===== config.mk =====
export PLATFORM = sky130hd
export DESIGN_NAME = zigzag_varint_codec_top
export DESIGN_NICKNAME = d
export VERILOG_FILES = /design/src/sv/zvc_pkg.sv /design/src/sv/zvc_front.sv /design/src/sv/zvc_queue.sv /design/src/sv/zvc_back.sv /design/src/sv/zigzag_varint_codec_top.sv
export SDC_FILE = /design/constraint.sdc
export NUM_CORES = 1
export LEC_CHECK = 0
export BUFFER_PORTS_ARGS = -buffer_cell sky130_fd_sc_hd__buf_2
export CELL_PAD_IN_SITES_DETAIL_PLACEMENT = 0
export CELL_PAD_IN_SITES_GLOBAL_PLACEMENT = 1
export CORE_UTILIZATION = 51
export CTS_CLUSTER_SIZE = 14
export DETAILED_ROUTE_END_ITERATION = 10
export GPL_TIMING_DRIVEN = 0
export PLACE_DENSITY = 0.95
export REMOVE_ABC_BUFFERS = 1
export SLEW_MARGIN = 10
export SYNTH_ARGS = -nofsm -noshare
export SYNTH_HDL_FRONTEND = slang
export SYNTH_SLANG_ARGS = --single-unit

===== constraint.sdc =====
create_clock -name clk -period 11.8 [get_ports clk]
set_input_delay 3.54 -clock clk [delete_from_list [all_inputs] [get_ports clk]]
set_output_delay 3.54 -clock clk [all_outputs]
set_load 0.005 [all_outputs]

===== src/sv/zvc_pkg.sv =====
// package for the zigzag varint codec: types, constants and zigzag functions
`timescale 1ns / 1ps

package zvc_pkg;

	localparam int DATA_W         = 64;
	localparam int NARROW_W       = 32;
	localparam int BYTE_W         = 8;
	localparam int GROUP_W        = 7;
	localparam int COUNT_W        = 4;
	localparam int SHIFT_W        = 7;
	localparam int QUEUE_DEPTH_D  = 2;

	localparam logic [GROUP_W-1:0] GROUP_MASK   = 7'h7F;
	localparam logic [BYTE_W-1:0]  MORE_FLAG    = 8'h80;
	localparam logic [COUNT_W:0]   NARROW_LIMIT = 5'd5;
	localparam logic [COUNT_W:0]   WIDE_LIMIT   = 5'd10;
	localparam logic [COUNT_W-1:0] LAST_GROUP   = 4'd9;

	typedef enum logic {
		CMD_ENCODE = 1'b0,
		CMD_DECODE = 1'b1
	} cmd_t;

	typedef enum logic {
		KIND_BYTE  = 1'b0,
		KIND_VALUE = 1'b1
	} kind_t;

	// one queue word: encode carries the value (zigzag-mapped when signed), decode the raw byte
	typedef struct packed {
		cmd_t              cmd;
		logic              sgn;
		logic              wide;
		logic [DATA_W-1:0] data;
	} entry_t;

	function automatic logic [DATA_W-1:0] zz_map(input logic [DATA_W-1:0] v, input logic wide);
		logic [NARROW_W-1:0] n;
		begin
			n = v[NARROW_W-1:0];
			if (wide) begin
				zz_map = {v[DATA_W-2:0], 1'b0} ^ {DATA_W{v[DATA_W-1]}};
			end else begin
				zz_map = {{(DATA_W-NARROW_W){1'b0}},
					{n[NARROW_W-2:0], 1'b0} ^ {NARROW_W{n[NARROW_W-1]}}};
			end
		end
	endfunction

	function automatic logic [DATA_W-1:0] zz_unmap(input logic [DATA_W-1:0] v, input logic wide);
		logic [NARROW_W-1:0] n;
		begin
			n = v[NARROW_W-1:0];
			if (wide) begin
				zz_unmap = {1'b0, v[DATA_W-1:1]} ^ {DATA_W{v[0]}};
			end else begin
				zz_unmap = {{(DATA_W-NARROW_W){1'b0}},
					{1'b0, n[NARROW_W-1:1]} ^ {NARROW_W{n[0]}}};
			end
		end
	endfunction

endpackage


===== src/sv/zvc_front.sv =====
// front end: accepts input words, classifies them and applies the zigzag map to signed encode values
`timescale 1ns / 1ps

module zvc_front
	import zvc_pkg::*;
(
	input  logic              in_valid,
	output logic              in_stall,
	input  logic              command,
	input  logic              signed_mode,
	input  logic              wide_mode,
	input  logic [DATA_W-1:0] value_in,
	input  logic [BYTE_W-1:0] data_byte,
	output logic              push,
	output entry_t            push_entry,
	input  logic              queue_full
);

	logic [DATA_W-1:0] raw_value;

	assign in_stall = queue_full;
	assign push     = in_valid && !queue_full;

	always_comb begin
		raw_value = wide_mode ? value_in : {{(DATA_W-NARROW_W){1'b0}}, value_in[NARROW_W-1:0]};
		push_entry.cmd  = cmd_t'(command);
		push_entry.sgn  = signed_mode;
		push_entry.wide = wide_mode;
		unique case (cmd_t'(command))
			CMD_ENCODE: begin
				push_entry.data = signed_mode ? zz_map(raw_value, wide_mode) : raw_value;
			end
			CMD_DECODE: begin
				push_entry.data = {{(DATA_W-BYTE_W){1'b0}}, data_byte};
			end
			default: begin
				push_entry.data = '0;
			end
		endcase
	end

endmodule


===== src/sv/zvc_queue.sv =====
// short register queue between the front and back ends
`timescale 1ns / 1ps

module zvc_queue
	import zvc_pkg::*;
#(
	parameter int DEPTH = QUEUE_DEPTH_D
) (
	input  logic   clk,
	input  logic   arst_n,
	input  logic   push,
	input  entry_t push_entry,
	output logic   full,
	input  logic   pop,
	output logic   head_valid,
	output entry_t head_entry
);

	localparam int PTR_W = (DEPTH > 1) ? $clog2(DEPTH) : 1;
	localparam int CNT_W = $clog2(DEPTH + 1);
	localparam logic [PTR_W-1:0] PTR_LAST = PTR_W'(DEPTH - 1);
	localparam logic [CNT_W-1:0] CNT_FULL = CNT_W'(DEPTH);

	entry_t            mem_q [DEPTH];
	logic [PTR_W-1:0]  wr_ptr_q;
	logic [PTR_W-1:0]  rd_ptr_q;
	logic [CNT_W-1:0]  count_q;

	assign full       = (count_q == CNT_FULL);
	assign head_valid = (count_q != '0);
	assign head_entry = mem_q[rd_ptr_q];

	always_ff @(posedge clk) begin
		if (push) begin
			mem_q[wr_ptr_q] <= push_entry;
		end
	end

	always_ff @(posedge clk or negedge arst_n) begin
		if (!arst_n) begin
			wr_ptr_q <= '0;
			rd_ptr_q <= '0;
			count_q  <= '0;
		end else begin
			if (push) begin
				wr_ptr_q <= (wr_ptr_q == PTR_LAST) ? '0 : wr_ptr_q + 1'b1;
			end
			if (pop) begin
				rd_ptr_q <= (rd_ptr_q == PTR_LAST) ? '0 : rd_ptr_q + 1'b1;
			end
			if (push && !pop) begin
				count_q <= count_q + 1'b1;
			end else if (pop && !push) begin
				count_q <= count_q - 1'b1;
			end
		end
	end

endmodule


===== src/sv/zvc_back.sv =====
// back end: emits encoded bytes one per cycle while the output is not stalled, and assembles decoded values
`timescale 1ns / 1ps

module zvc_back
	import zvc_pkg::*;
(
	input  logic              clk,
	input  logic              arst_n,
	input  logic              head_valid,
	input  entry_t            head_entry,
	output logic              pop,
	output logic              out_valid,
	input  logic              out_stall,
	output logic              kind,
	output logic [BYTE_W-1:0] byte_out,
	output logic [DATA_W-1:0] value_out,
	output logic              last
);

	logic               out_valid_q;
	kind_t              kind_q;
	logic [BYTE_W-1:0]  byte_q;
	logic [DATA_W-1:0]  value_q;
	logic               last_q;

	logic               enc_busy_q;
	logic [DATA_W-1:0]  enc_v_q;
	logic [COUNT_W-1:0] enc_n_q;

	logic [DATA_W-1:0]  acc_q;
	logic [COUNT_W-1:0] gc_q;

	logic               can_load;
	logic               enc_step;
	logic               dec_step;
	logic [DATA_W-1:0]  cur_v;
	logic [COUNT_W-1:0] cur_n;
	logic               enc_more;
	logic [SHIFT_W-1:0] shift;
	logic [DATA_W-1:0]  acc_new;
	logic [COUNT_W:0]   limit;
	logic               dec_more;
	logic [DATA_W-1:0]  dec_raw;

	assign out_valid = out_valid_q;
	assign kind      = kind_q;
	assign byte_out  = byte_q;
	assign value_out = value_q;
	assign last      = last_q;

	always_comb begin
		can_load = !out_valid_q || !out_stall;
		pop      = !enc_busy_q && head_valid && can_load;
		enc_step = (enc_busy_q && can_load) || (pop && head_entry.cmd == CMD_ENCODE);
		dec_step = pop && head_entry.cmd == CMD_DECODE;

		cur_v    = enc_busy_q ? enc_v_q : head_entry.data;
		cur_n    = enc_busy_q ? enc_n_q : '0;
		enc_more = (cur_v[DATA_W-1:GROUP_W] != '0) && (cur_n < LAST_GROUP);

		shift    = SHIFT_W'(gc_q) * SHIFT_W'(GROUP_W);
		acc_new  = acc_q;
		if (shift < SHIFT_W'(DATA_W)) begin
			acc_new = acc_q | ({{(DATA_W-GROUP_W){1'b0}},
				head_entry.data[GROUP_W-1:0] & GROUP_MASK} << shift[5:0]);
		end
		limit    = head_entry.wide ? WIDE_LIMIT : NARROW_LIMIT;
		dec_more = ((head_entry.data[BYTE_W-1:0] & MORE_FLAG) != '0)
			&& ({1'b0, gc_q} + 1'b1 < limit);
		dec_raw  = head_entry.wide ? acc_new
			: {{(DATA_W-NARROW_W){1'b0}}, acc_new[NARROW_W-1:0]};
	end

	always_ff @(posedge clk or negedge arst_n) begin
		if (!arst_n) begin
			out_valid_q <= 1'b0;
			enc_busy_q  <= 1'b0;
			enc_n_q     <= '0;
			acc_q       <= '0;
			gc_q        <= '0;
		end else begin
			if (out_valid_q && !out_stall) begin
				out_valid_q <= 1'b0;
			end
			if (enc_step) begin
				out_valid_q <= 1'b1;
				enc_busy_q  <= enc_more;
				enc_n_q     <= cur_n + 1'b1;
			end else if (dec_step) begin
				if (dec_more) begin
					acc_q <= acc_new;
					gc_q  <= gc_q + 1'b1;
				end else begin
					out_valid_q <= 1'b1;
					acc_q       <= '0;
					gc_q        <= '0;
				end
			end
		end
	end

	always_ff @(posedge clk) begin
		if (enc_step) begin
			enc_v_q <= cur_v >> GROUP_W;
			kind_q  <= KIND_BYTE;
			byte_q  <= enc_more ? ({1'b0, cur_v[GROUP_W-1:0]} | MORE_FLAG) : cur_v[BYTE_W-1:0];
			value_q <= '0;
			last_q  <= !enc_more;
		end else if (dec_step && !dec_more) begin
			kind_q  <= KIND_VALUE;
			byte_q  <= '0;
			value_q <= head_entry.sgn ? zz_unmap(dec_raw, head_entry.wide) : dec_raw;
			last_q  <= 1'b1;
		end
	end

endmodule


===== src/sv/zigzag_varint_codec_top.sv =====
// top level of the zigzag varint codec
`timescale 1ns / 1ps

// usage:
// input channel (in_valid / in_stall) takes one word per accepted edge: command
// selects encode of value_in or decode of data_byte, signed_mode applies the
// zigzag map, wide_mode picks 64-bit over 32-bit values.
// output channel (out_valid / out_stall) gives result words: kind 0 is an
// encoded byte in byte_out, kind 1 a decoded value in value_out; last marks
// the final result of an input word.
// path: with the back end idle, an accepted input word is written into the
// queue register, and its result then into the output register.
// flow: the back end emits one encoded byte per cycle while out_stall is low,
// and an encode word gives 1 to 10 output bytes; no new word is taken until
// its last byte is out. the queue between front and back end keeps accepting
// input words while the back end is still busy, until it is full.
// reset clears the queue, the decode accumulator and byte count, and the
// output valid. when the receiver stalls, the output word holds, the back end
// stops, and once the queue is full in_stall rises.
module zigzag_varint_codec_top
	import zvc_pkg::*;
#(
	parameter int QUEUE_DEPTH = QUEUE_DEPTH_D
) (
	input  logic              clk,
	input  logic              arst_n,
	input  logic              in_valid,
	output logic              in_stall,
	input  logic              command,
	input  logic              signed_mode,
	input  logic              wide_mode,
	input  logic [DATA_W-1:0] value_in,
	input  logic [BYTE_W-1:0] data_byte,
	output logic              out_valid,
	input  logic              out_stall,
	output logic              kind,
	output logic [BYTE_W-1:0] byte_out,
	output logic [DATA_W-1:0] value_out,
	output logic              last
);

	logic   push;
	entry_t push_entry;
	logic   queue_full;
	logic   pop;
	logic   head_valid;
	entry_t head_entry;

	zvc_front u_front (
		.in_valid    (in_valid),
		.in_stall    (in_stall),
		.command     (command),
		.signed_mode (signed_mode),
		.wide_mode   (wide_mode),
		.value_in    (value_in),
		.data_byte   (data_byte),
		.push        (push),
		.push_entry  (push_entry),
		.queue_full  (queue_full)
	);

	zvc_queue #(
		.DEPTH (QUEUE_DEPTH)
	) u_queue (
		.clk        (clk),
		.arst_n     (arst_n),
		.push       (push),
		.push_entry (push_entry),
		.full       (queue_full),
		.pop        (pop),
		.head_valid (head_valid),
		.head_entry (head_entry)
	);

	zvc_back u_back (
		.clk        (clk),
		.arst_n     (arst_n),
		.head_valid (head_valid),
		.head_entry (head_entry),
		.pop        (pop),
		.out_valid  (out_valid),
		.out_stall  (out_stall),
		.kind       (kind),
		.byte_out   (byte_out),
		.value_out  (value_out),
		.last       (last)
	);

endmodule

==> flow_metrics.tcl <==
set metrics [dict create \
    finalInstanceArea_um2 19600 \
    ctsHoldBuffers 0 \
    worstHoldEndpoint "u_back.value_out[1]" \
    synthAdderAreaFrac_pct 1.43 \
    final_antenna_net_count 0 \
    min_path_cells 2 \
    hp-start "u_back.value_out[1]" \
    synth_edf_count 200 \
    grt_pass1_vias 12600 \
    avgRoutedWirePerCell_um 20.0 \
    slew_violations 0 \
    tightestPinTransition_ns 1.15 \
    finalPower_w 0.00549 \
    drt-total-wl_um 43000 \
    hold_violations 0 \
    routed_via_density 5.99 \
    clock-sinks 343 \
    r2r_cells 13 \
    dpl_cell_area_um2 18300 \
    status "finished, final reports clean" \
    synth_top_family_by_area "compound AO/OA/AOI/OAI gates" \
    rr_endpoint "u_back.value_out[10]" \
    path_clk_slew_ns 0.06 \
    yosysTopAreaCell "edfxtp_1" \
    setup-tns-final_ns 0 \
    clock_path_buffers 3 \
    syn_area_per_cell_um2 10.8 \
    synth-simple-area-share_pct 10.5 \
    diodes 0 \
    cts_inserted_buffers 37 \
    final_cell_mix "edfxtp_1 (200), nor2_1 (164), nand2_1 (159)" \
    portBuffers 154 \
    cts_tree "built" \
    worst_clock_skew_ns 0.0155 \
    synth_area_um2 17000 \
    synthFlopType "edfxtp_1" \
    pwr_density_cell_nw_per_um2 280 \
    synthTopCellsByArea "edfxtp_1 (35%), dfrtp_1 (11%), dfxtp_1 (7.6%)" \
    syn_inst 1575 \
    ios 155 \
    final_nets 1773 \
    path_max_fanout 26 \
    fillers 2671 \
    via_count 12900 \
    track_usage_pct 25.8 \
    post_cts_resized 0 \
    synth_compound_gate_area_share_pct 16.0 \
    setup_viol_count_final 0 \
    synthXorXnorAreaFrac_pct 5.14 \
    layout_commonest_cell "edfxtp_1" \
    synth_top_area_share_pct 35.3 \
    hold-worst-slack_ns 0.442 \
    dieArea_um2 34100 \
    drv_cap 0 \
    drcViolationCount 0 \
    drtIter0Drc 1010 \
    core_area_um2 32700 \
    synth_seq_area_share_pct 54.4 \
    crit_arrival_ns 6.85 \
    hp-class "flop to flop" \
    grt_pass1_wl_um 68200 \
    place_hpwl_um 29700 \
    clk_latency_ns 0.53 \
    netlist-cell-type-count 76 \
    r2r_slack_ns 5.39 \
    rows 66 \
    min_period_ns 6.41 \
    rsz0062_at_grt "no" \
    crit_required_ns 12.24 \
    synth_seq_cells 343 \
    die_h_um 185 \
    place.gp.congestion 0.901 \
    cp-start-kind "flop" \
    power_leakage_nw 7.88 \
    endpoint_kind "flop" \
    worst_slew_margin_rel_pct 23.5 \
    fin_util_pct 59.9 \
    max_stage_delay_ns 1.19 \
    first_pass_iters 5 \
    area_growth_pct 15.1 \
    start_util_pct 52.1 \
    ys_async_sr_fraction_pct 22.7 \
    postCtsSetupBuffers 0 \
    grt_max_degree 71 \
    crit_slowest_cell "fa_1" \
    fmax_ghz 0.156 \
    r2r-start "u_back.gc_q[0]" \
    grt.overflow.total 0 \
    htree_levels 2 \
    die_w_um 185 \
    drive_gt1_share_pct 17.1 \
    vdd_drop_max_v 0.000150 \
    yosys_warnings 0 \
    synthMuxAreaShare_pct 9.14 \
    final.period_utilization_pct 54.3 \
    crit_path_cell_trace "clkinv_1 > fa_1 > inv_1 > ha_1 > inv_1 > fa_1 > inv_1 > nor4_4 > a31oi_4 > buf_16 > nor2_1 > a22oi_1 > o211ai_1" \
    antenna_found_initial 0 \
    path_common_cell "inv_1" \
    path_class "flop to flop" \
    cts_root_buffer "clkbuf_16" \
]
## sequential cells by signal, indices dropped and copies added (netlist names)
name / count
u_back.value_out: 64
u_queue.rd_ptr_q: 1
u_back.enc_v_q: 57
u_queue.wr_ptr_q: 1
u_back.enc_n_q: 4
u_back.last: 1
u_queue.mem_q: 134
u_back.out_valid: 1
u_back.enc_busy_q: 1
u_queue.count_q: 2
u_back.acc_q: 64
u_back.gc_q: 4
u_back.byte_out: 8
u_back.kind: 1
## final cells by class
| class | instances | area (µm²) | area share (%) |
|---|---|---|---|
| sequential | 343 | 9270 | 47.3 |
| multi-input combinational | 1097 | 7270 | 37.1 |
| timing repair buffer | 171 | 1170 | 5.99 |
| clock buffer | 48 | 1010 | 5.14 |
| tap | 442 | 553 | 2.82 |
| clock inverter | 20 | 228 | 1.16 |
| inverter | 27 | 104 | 0.530 |
## logic make-up after synthesis
logic type | count (synthesis)
AO/OA/AOI/OAI | 422
AND/OR/NAND/NOR | 417
flip-flops | 343
multiplexers | 141
buffers and inverters | 135
XOR/XNOR | 100
adder cells (fa/ha/maj) | 17
## worst max-delay path, delay by kind of cell, from the launching register on
| kind | cells | cell delay, ns |
|---|---|---|
| AND/OR/NAND/NOR | 2 | 1.34 |
| flip-flops | 1 | 0.90 |
| buffers and inverters | 5 | 1.39 |
| AO/OA/AOI/OAI | 3 | 0.69 |
| adder cells (fa/ha/maj) | 3 | 1.97 |
## power by group
part           internal (W)  switching (W)
clock network      0.000697       0.000476
registers           0.00173       0.000215
logic              0.000832        0.00154
## synth_stat cells (all sizes together), types with 13 or more instances
cell type / instances
a211oi: 39
a21o: 13
a21oi: 128
a22oi: 20
a31oi: 17
and2: 14
buf: 49
clkbuf: 59
dfrtp: 78
dfxtp: 65
edfxtp: 200
ha: 13
inv: 26
mux2: 14
mux2i: 117
nand2: 159
nand3: 13
nor2: 167
nor3: 13
nor4: 16
o211ai: 22
o21ai: 102
xnor2: 94
## stage by stage
step | worst slack, ns | std cells
after global routing | 5.02 | 2148
after CTS | 5.47 | 2147
after floorplan | 2.75 | 1467
final | 5.39 | 2148
after detailed placement | 4.94 | 2079
after global placement | -1.44 | 2063
## metal layers
metal / part of all wire (%) / routed length, µm / global-route usage, % / up-vias
li1: - / - / - / 5980
met1: 41 / 17400 / 32.2 / 6247
met2: 50 / 21500 / 44.7 / 539
met3: 6.0 / 2580 / 3.68 / 99
met4: 3.6 / 1540 / 10.8 / 0
met5: 0 / 0 / 0 / -
## worst max path at each step
| stage | from | endpoint | slack (ns) | cells after the start |
|---|---|---|---|---|
| floorplan | out_stall | u_back.byte_out[0] | 2.75 | 6 |
| global placement | out_stall | u_back.last | -1.44 | 7 |
| detailed placement | out_stall | u_back.value_out[6] | 4.94 | 10 |
| CTS | u_back.gc_q[0] | u_back.value_out[26] | 5.47 | 13 |
| global route | u_back.gc_q[0] | u_back.value_out[10] | 5.02 | 13 |
| finish | u_back.gc_q[0] | u_back.value_out[10] | 5.39 | 13 |
Power figures use the tool's default switching activity.
